==> src/hdl/dcd_pkg.sv <==
// Shared types, constants and the Damm quasigroup step for the decimal check-digit block.
// No dependencies; every other file imports this package.
package dcd_pkg;

    localparam int NUM_W      = 27;
    localparam int DIG_W      = 4;
    localparam int NUM_DIGITS = 8;
    localparam int RADIX      = 10;
    localparam int TOP_WEIGHT = 10000000;

    localparam logic [NUM_W-1:0] NUM_LIMIT = NUM_W'(100000000);

    localparam logic [DIG_W-1:0] QUASI [0:RADIX-1][0:RADIX-1] = '{
        '{4'd0, 4'd3, 4'd1, 4'd7, 4'd5, 4'd9, 4'd8, 4'd6, 4'd4, 4'd2},
        '{4'd7, 4'd0, 4'd9, 4'd2, 4'd1, 4'd5, 4'd4, 4'd8, 4'd6, 4'd3},
        '{4'd4, 4'd2, 4'd0, 4'd6, 4'd8, 4'd7, 4'd1, 4'd3, 4'd5, 4'd9},
        '{4'd1, 4'd7, 4'd5, 4'd0, 4'd9, 4'd8, 4'd3, 4'd4, 4'd2, 4'd6},
        '{4'd6, 4'd1, 4'd2, 4'd3, 4'd0, 4'd4, 4'd5, 4'd9, 4'd7, 4'd8},
        '{4'd3, 4'd6, 4'd7, 4'd4, 4'd2, 4'd0, 4'd9, 4'd5, 4'd8, 4'd1},
        '{4'd5, 4'd8, 4'd6, 4'd9, 4'd7, 4'd2, 4'd0, 4'd1, 4'd3, 4'd4},
        '{4'd8, 4'd9, 4'd4, 4'd5, 4'd3, 4'd6, 4'd2, 4'd0, 4'd1, 4'd7},
        '{4'd9, 4'd4, 4'd3, 4'd8, 4'd6, 4'd1, 4'd7, 4'd2, 4'd0, 4'd5},
        '{4'd2, 4'd5, 4'd8, 4'd1, 4'd4, 4'd3, 4'd6, 4'd7, 4'd9, 4'd0}
    };

    typedef struct packed {
        logic [NUM_W-1:0] value;
        logic [DIG_W-1:0] interim;
        logic             err;
    } cell_word_t;

    function automatic logic [DIG_W-1:0] damm_next(input logic [DIG_W-1:0] interim,
                                                   input logic [DIG_W-1:0] digit);
        logic [DIG_W-1:0] res;
        res = '0;
        if (interim < DIG_W'(RADIX) && digit < DIG_W'(RADIX))
        begin
            res = QUASI[interim][digit];
        end
        return res;
    endfunction

endpackage

==> src/hdl/dcd_in_if.sv <==
// Input channel: one binary number per word, valid/ready handshake.
// Depends on dcd_pkg.
interface dcd_in_if;
    import dcd_pkg::*;

    logic             valid;
    logic             ready;
    logic [NUM_W-1:0] number_in;

    modport source (output valid, output number_in, input ready);
    modport sink   (input valid, input number_in, output ready);
endinterface

==> src/hdl/dcd_out_if.sv <==
// Output channel: check digit and range flag per word, valid/ready handshake.
// Depends on dcd_pkg.
interface dcd_out_if;
    import dcd_pkg::*;

    logic             valid;
    logic             ready;
    logic [DIG_W-1:0] check_digit;
    logic             range_error;

    modport source (output valid, output check_digit, output range_error, input ready);
    modport sink   (input valid, input check_digit, input range_error, output ready);
endinterface

==> src/hdl/damm_check_digit_8.sv <==
// Top level: Damm check digit over eight decimal digits, a chain of eight digit cells.
// Depends on dcd_pkg, dcd_in_if, dcd_out_if and dcd_cell.
//
//  channel   dir  fields                      meaning
//  num_in    in   number_in[26:0]             binary number, checked as eight digits
//  res_out   out  check_digit[3:0], range_error  check digit, flag for 100000000 or more
//
// Each decimal digit cell holds one register; a new word can enter every cycle while res_out is ready.
// Each cell registers its word and the cells hand on under a per-cell valid/ready
// handshake, so a stall on res_out backs up only as far as the chain is full.
// Reset clears the cell valid flags; no payload is reset.
module damm_check_digit_8 (
    input  logic clk,
    input  logic rst_n,
    dcd_in_if.sink    num_in,
    dcd_out_if.source res_out
);
    import dcd_pkg::*;

    logic       link_valid [0:NUM_DIGITS];
    logic       link_ready [0:NUM_DIGITS];
    cell_word_t link_word  [0:NUM_DIGITS];
    logic       over;

    assign over = num_in.number_in >= NUM_LIMIT;

    assign link_valid[0]         = num_in.valid;
    assign num_in.ready          = link_ready[0];
    assign link_word[0].value    = over ? '0 : num_in.number_in;
    assign link_word[0].interim  = '0;
    assign link_word[0].err      = over;

    for (genvar k = 0; k < NUM_DIGITS; k++)
    begin : g_cell
        dcd_cell u_cell (
            .clk      (clk),
            .rst_n    (rst_n),
            .up_valid (link_valid[k]),
            .up_ready (link_ready[k]),
            .up_word  (link_word[k]),
            .dn_valid (link_valid[k+1]),
            .dn_ready (link_ready[k+1]),
            .dn_word  (link_word[k+1])
        );
    end

    assign res_out.valid            = link_valid[NUM_DIGITS];
    assign link_ready[NUM_DIGITS]   = res_out.ready;
    assign res_out.check_digit      = link_word[NUM_DIGITS].err ? '0
                                                                : link_word[NUM_DIGITS].interim;
    assign res_out.range_error      = link_word[NUM_DIGITS].err;

endmodule

==> src/hdl/dcd_cell.sv <==
// One cell of the digit chain: peels off the leading decimal digit and advances the Damm walk.
// Depends on dcd_pkg.
module dcd_cell (
    input  logic               clk,
    input  logic               rst_n,
    input  logic               up_valid,
    output logic               up_ready,
    input  dcd_pkg::cell_word_t up_word,
    output logic               dn_valid,
    input  logic               dn_ready,
    output dcd_pkg::cell_word_t dn_word
);
    import dcd_pkg::*;

    logic             vld_reg;
    cell_word_t       word_reg;
    cell_word_t       word_next;
    logic [DIG_W-1:0] digit;
    logic [NUM_W-1:0] base;
    logic [NUM_W-1:0] rem;

    always_comb
    begin
        digit = '0;
        base  = '0;
        for (int d = 1; d < RADIX; d++)
        begin
            if (up_word.value >= NUM_W'(d * TOP_WEIGHT))
            begin
                digit = DIG_W'(d);
                base  = NUM_W'(d * TOP_WEIGHT);
            end
        end
        rem = up_word.value - base;
        // shift the remaining digits up one place
        word_next.value   = (rem << 3) + (rem << 1);
        word_next.interim = damm_next(up_word.interim, digit);
        word_next.err     = up_word.err;
    end

    assign up_ready = !vld_reg || dn_ready;
    assign dn_valid = vld_reg;
    assign dn_word  = word_reg;

    always_ff @(posedge clk or negedge rst_n)
    begin
        if (!rst_n)
        begin
            vld_reg <= 1'b0;
        end
        else if (up_ready)
        begin
            vld_reg <= up_valid;
        end
    end

    always_ff @(posedge clk)
    begin
        if (up_valid && up_ready)
        begin
            word_reg <= word_next;
        end
    end

    a_take_loads: assert property (@(posedge clk) disable iff (!rst_n)
        up_valid && up_ready |=> dn_valid)
        else $error("dcd_cell: accepted word not held");

    a_value_bound: assert property (@(posedge clk) disable iff (!rst_n)
        dn_valid |-> dn_word.value < NUM_LIMIT)
        else $error("dcd_cell: remainder out of range");

    a_interim_digit: assert property (@(posedge clk) disable iff (!rst_n)
        dn_valid |-> dn_word.interim < DIG_W'(RADIX))
        else $error("dcd_cell: interim not a decimal digit");

    a_err_zero: assert property (@(posedge clk) disable iff (!rst_n)
        dn_valid && dn_word.err |-> dn_word.value == '0)
        else $error("dcd_cell: flagged word carries a value");

endmodule
==> src/flat_wrapper.sv <==
// flat-port wrapper written by rule: the top's interface ports become plain ports
module damm_check_digit_8_flat import dcd_pkg::*;
  (clk, rst_n, num_in_valid, num_in_number_in, num_in_ready, res_out_valid, res_out_check_digit, res_out_range_error, res_out_ready);
  dcd_in_if num_in_i ();
  dcd_out_if res_out_i ();
  input  logic clk;
  input  logic rst_n;
  input wire logic [$bits(num_in_i.valid)-1:0] num_in_valid;
  input wire logic [$bits(num_in_i.number_in)-1:0] num_in_number_in;
  output wire logic [$bits(num_in_i.ready)-1:0] num_in_ready;
  output wire logic [$bits(res_out_i.valid)-1:0] res_out_valid;
  output wire logic [$bits(res_out_i.check_digit)-1:0] res_out_check_digit;
  output wire logic [$bits(res_out_i.range_error)-1:0] res_out_range_error;
  input wire logic [$bits(res_out_i.ready)-1:0] res_out_ready;
  assign num_in_i.valid = num_in_valid;
  assign num_in_i.number_in = num_in_number_in;
  assign num_in_ready = num_in_i.ready;
  assign res_out_valid = res_out_i.valid;
  assign res_out_check_digit = res_out_i.check_digit;
  assign res_out_range_error = res_out_i.range_error;
  assign res_out_i.ready = res_out_ready;
  damm_check_digit_8 u_core (.clk(clk), .rst_n(rst_n), .num_in(num_in_i), .res_out(res_out_i));
endmodule
==> config.mk <==
export PLATFORM = sky130hd
export DESIGN_NAME = damm_check_digit_8_flat
export DESIGN_NICKNAME = d
export VERILOG_FILES = /design/src/hdl/dcd_pkg.sv /design/src/hdl/dcd_in_if.sv /design/src/hdl/dcd_out_if.sv /design/src/hdl/damm_check_digit_8.sv /design/src/hdl/dcd_cell.sv /design/src/flat_wrapper.sv
export SDC_FILE = /design/constraint.sdc
export NUM_CORES = 2
export LEC_CHECK = 0
export ABC_CLOCK_PERIOD_IN_PS = 7800
export BUFFER_PORTS_ARGS = -buffer_cell sky130_fd_sc_hd__buf_2
export CELL_PAD_IN_SITES_DETAIL_PLACEMENT = 0
export CELL_PAD_IN_SITES_GLOBAL_PLACEMENT = 1
export CORE_MARGIN = 4
export CORE_UTILIZATION = 50
export DETAILED_ROUTE_END_ITERATION = 10
export PLACE_DENSITY_LB_ADDON = 0.1
export SLEW_MARGIN = 20
export SYNTH_ARGS = -nofsm -noshare
export SYNTH_HDL_FRONTEND = slang
export SYNTH_HIERARCHICAL = 1
export SYNTH_SLANG_ARGS = --single-unit
==> constraint.sdc <==
create_clock -name clk -period 7.8 [get_ports clk]
set_input_delay 1.17 -clock clk [delete_from_list [all_inputs] [get_ports clk]]
set_output_delay 1.17 -clock clk [all_outputs]
set_load 0.1 [all_outputs]
==> summary by stage <==
Routing
After detailed routing, the average wire length per cell comes to 19.2 um. The met2 wire length is 45400 um. Once detail routing completed, the nets flagged for antenna violations numbered 0. The first-iteration detailed-routing DRC count is 3567.

The vias per cell is 6.40. The highest routing layer actually used is met5. For this block, wires on met1 add up to 49900 um. The total via count after detailed routing is 34800. For this run, the detailed router's first-pass iteration total came to 6. The final layout contains routed wiring with a total length of 104000 um. In the routed design, unresolved DRC markers number 0. The routed length on met3 is 7110 um.

STA
For the finished layout, the period the worst path requires is 7.15 ns. The relative max-transition margin is 0.307. Setup repair after global routing left no endpoint under its margin. The final setup violation count is 0.

In the finished design, the share of the clock period the worst path needs comes to 0.917. The final setup skew is 0.0153 ns. At the pin with the least slew margin, the transition time is 1.03 ns. The final total negative setup slack is 0 ns. Static timing analysis puts the maximum clock frequency at 140 MHz. The final number of hold-violating endpoints is 0. The final count of pins violating max slew was 0.

Clock tree
The count of buffers added by post-CTS timing repair for setup is 0. The total CTS buffers is 28. TritonCTS built the clock tree. The deepest clock path buffer count is 3. The clock reaches the later pin of the worst-skew pair after 0.57 ns. The tree built by TritonCTS fans out to 224 sinks. The post-cts gate resize count is 0. CTS built an H-tree with a depth of 1. The clock-pin slew of the registers on the worst-case setup and hold paths is 0.06 ns. After clock tree synthesis, the flow added hold-fix buffers numbering 0.

The clock root buffer master is clkbuf_16.

Global routing
In the global route stage, overall resource usage came out at 0.267. The initial antenna violation count came to 3. The via count of the first global-routing pass is 32100.

The pin count of the biggest net entering global routing is 35. The first global-routing pass estimated 172000 um of wire. Summed over all layers, the global routing overflow is 0.

Floorplanning
The total area inside the core boundary comes to 0.0705 mm^2. The die is 276 um tall. The initial utilization of the core area, before any placement, comes to 0.508.

The die extent in x is 276 um. The cell row count is 97. Pin placement for this block handled 38 I/O pins. The area of the die is 0.0759 mm^2.

Cells and area
Registers take 0.00669 mm^2. The final net count is 4864. The multi-input combinational cells in the finished layout cover a total of 0.0268 mm^2. The area growth from synthesis to layout is 4.11%. In the final layout, the share of cells above drive strength 1 is 0.0759.

After filler insertion, the fill cell instance count of the layout stands at 6785.

Flow run
The total of max-cap violations is 0.

Run status
The run finished with clean final reports.

Setup path
For the worst setup path, the data required time is 8.11 ns. The critical path data arrival time is 7.46 ns. In this design, the critical path's most frequently occurring cell is a21oi_1.

For flop-to-flop paths, the worst setup slack is 0.93 ns. Broken down by cell family, the worst path's largest delay share belongs to compound AO/OA/AOI/OAI gates. The worst setup path is captured at a flip-flop. The nature of the critical path startpoint is an input port.

The buffers plus inverters on the worst setup path is 4. The largest stage delay on the critical path is 0.61 ns. The worst-path cell with the longest stage delay is a211oi_2.

The biggest fanout along the worst timing path is 27. The setup path with the least slack is of type input port to flip-flop.

Synth
For this run, the number of Yosys warnings is 6. Dividing the synthesized area by the synthesized cell count gives 7.79 um^2. Summing every instance area after synthesis gives 0.0358 mm^2. Synthesis handed over a netlist of 4596 instances.

Placement
Summed over all nets, the half-perimeter wirelength after detailed placement is 77500 um. Input and output buffers added on the ports amount to 37. The placer's final routability congestion estimate is 0.900.

Worst hold path
The tightest min-delay check is of the flip-flop to flip-flop type.
## sequential cells by signal (all words and copies together) (netlist names)
name                           flops
u_core/g_cell.u_cell/dn_valid      8
u_core/g_cell.u_cell/dn_word     216
## worst reg2reg max path, cell delays in order, from the launching register on
cell       delay [ns]
edfxtp_1         0.67
nor4_4           0.39
nand4_1          0.19
o41ai_2          0.48
o21ai_2          0.19
a2111oi_4        0.67
or2_1            0.29
ha_1             0.20
inv_1            0.05
fa_1             0.42
a211oi_1         0.30
o21ai_0          0.19
nor2b_1          0.20
a311oi_1         0.34
xnor2_1          0.15
ha_1             0.27
a21o_1           0.17
a21o_1           0.18
or3_1            0.30
nor3_1           0.28
o31ai_1          0.17
o41ai_1          0.39
xnor2_1          0.13
## path summary, 6_finish.rpt
path	startpoint	end	cells after the start
min	u_core/g_cell[3].u_cell/dn_word[0]	u_core/g_cell[4].u_cell/dn_word[0]	0
max reg2reg	u_core/g_cell[5].u_cell/dn_word[26]	u_core/g_cell[6].u_cell/dn_word[31]	22
min reg2reg	u_core/g_cell[3].u_cell/dn_word[0]	u_core/g_cell[4].u_cell/dn_word[0]	0
max	num_in_number_in[9]	u_core/g_cell[0].u_cell/dn_word[31]	30
min in group asynchronous	rst_n	u_core/g_cell[0].u_cell/dn_valid	1
max in group asynchronous	rst_n	u_core/g_cell[7].u_cell/dn_valid	1
## per-layer routing
metal,vias to the layer above,global-route usage
met5,-,0
met4,4,0.0511
met3,129,0.0349
met2,1276,0.417
met1,16200,0.396
li1,17100,-
## cell type report
class | instances | share of cell area
multi-input cells | 3875 | 0.719
flip-flops and latches | 224 | 0.179
clock inverters | 16 | 0.00460
well taps | 940 | 0.0316
clock buffers | 35 | 0.0206
inverters | 230 | 0.0233
repair buffers | 115 | 0.0217
diodes | 1 | 0.0000671
## placed cells by master (no fill, tap or decap), types with 25 or more instances in the layout
| cell | n |
|---|---|
| nor2_1 | 398 |
| a21oi_1 | 396 |
| nand2_1 | 377 |
| ha_1 | 345 |
| o21ai_0 | 295 |
| edfxtp_1 | 216 |
| inv_1 | 212 |
| xnor2_1 | 195 |
| nor3_1 | 174 |
| nand3_1 | 150 |
| a21o_1 | 90 |
| buf_4 | 75 |
| o211ai_1 | 72 |
| a211oi_1 | 71 |
| nand4_1 | 64 |
| xor2_1 | 62 |
| a31oi_1 | 61 |
| nand2b_1 | 61 |
| nor2b_1 | 60 |
| or3_1 | 55 |
| o31ai_1 | 53 |
| mux2i_1 | 46 |
| nor4_1 | 41 |
| and3_1 | 38 |
| and2_1 | 38 |
| buf_2 | 37 |
| a211o_1 | 37 |
| o21a_1 | 36 |
| a2111oi_0 | 31 |
| clkbuf_16 | 29 |
| or2_2 | 29 |
| a211oi_2 | 28 |
| o22ai_1 | 25 |
| a21boi_0 | 25 |
| nand3b_1 | 25 |
## through the flow
| stage | cell area [um^2] | hold slack, ns | cells | utilization | worst slack [ns] |
|---|---|---|---|---|---|
| 2_1_floorplan | 35900 | 0.400 | 4611 | - | 0.868 |
| 3_3_place_gp | 36300 | 0.400 | 5384 | 0.515 | 0.229 |
| 3_5_place_dp | 36300 | 0.408 | 5384 | 0.515 | 0.167 |
| 4_1_cts | 37300 | 0.422 | 5435 | 0.529 | 0.758 |
| 5_1_grt | 37300 | 0.428 | 5435 | 0.529 | 0.100 |
| 6_report | 37300 | 0.420 | 5436 | 0.529 | 0.646 |
Power is not shown: default switching activity piles up to over one toggle a cycle in this logic, so the estimate is an artifact.
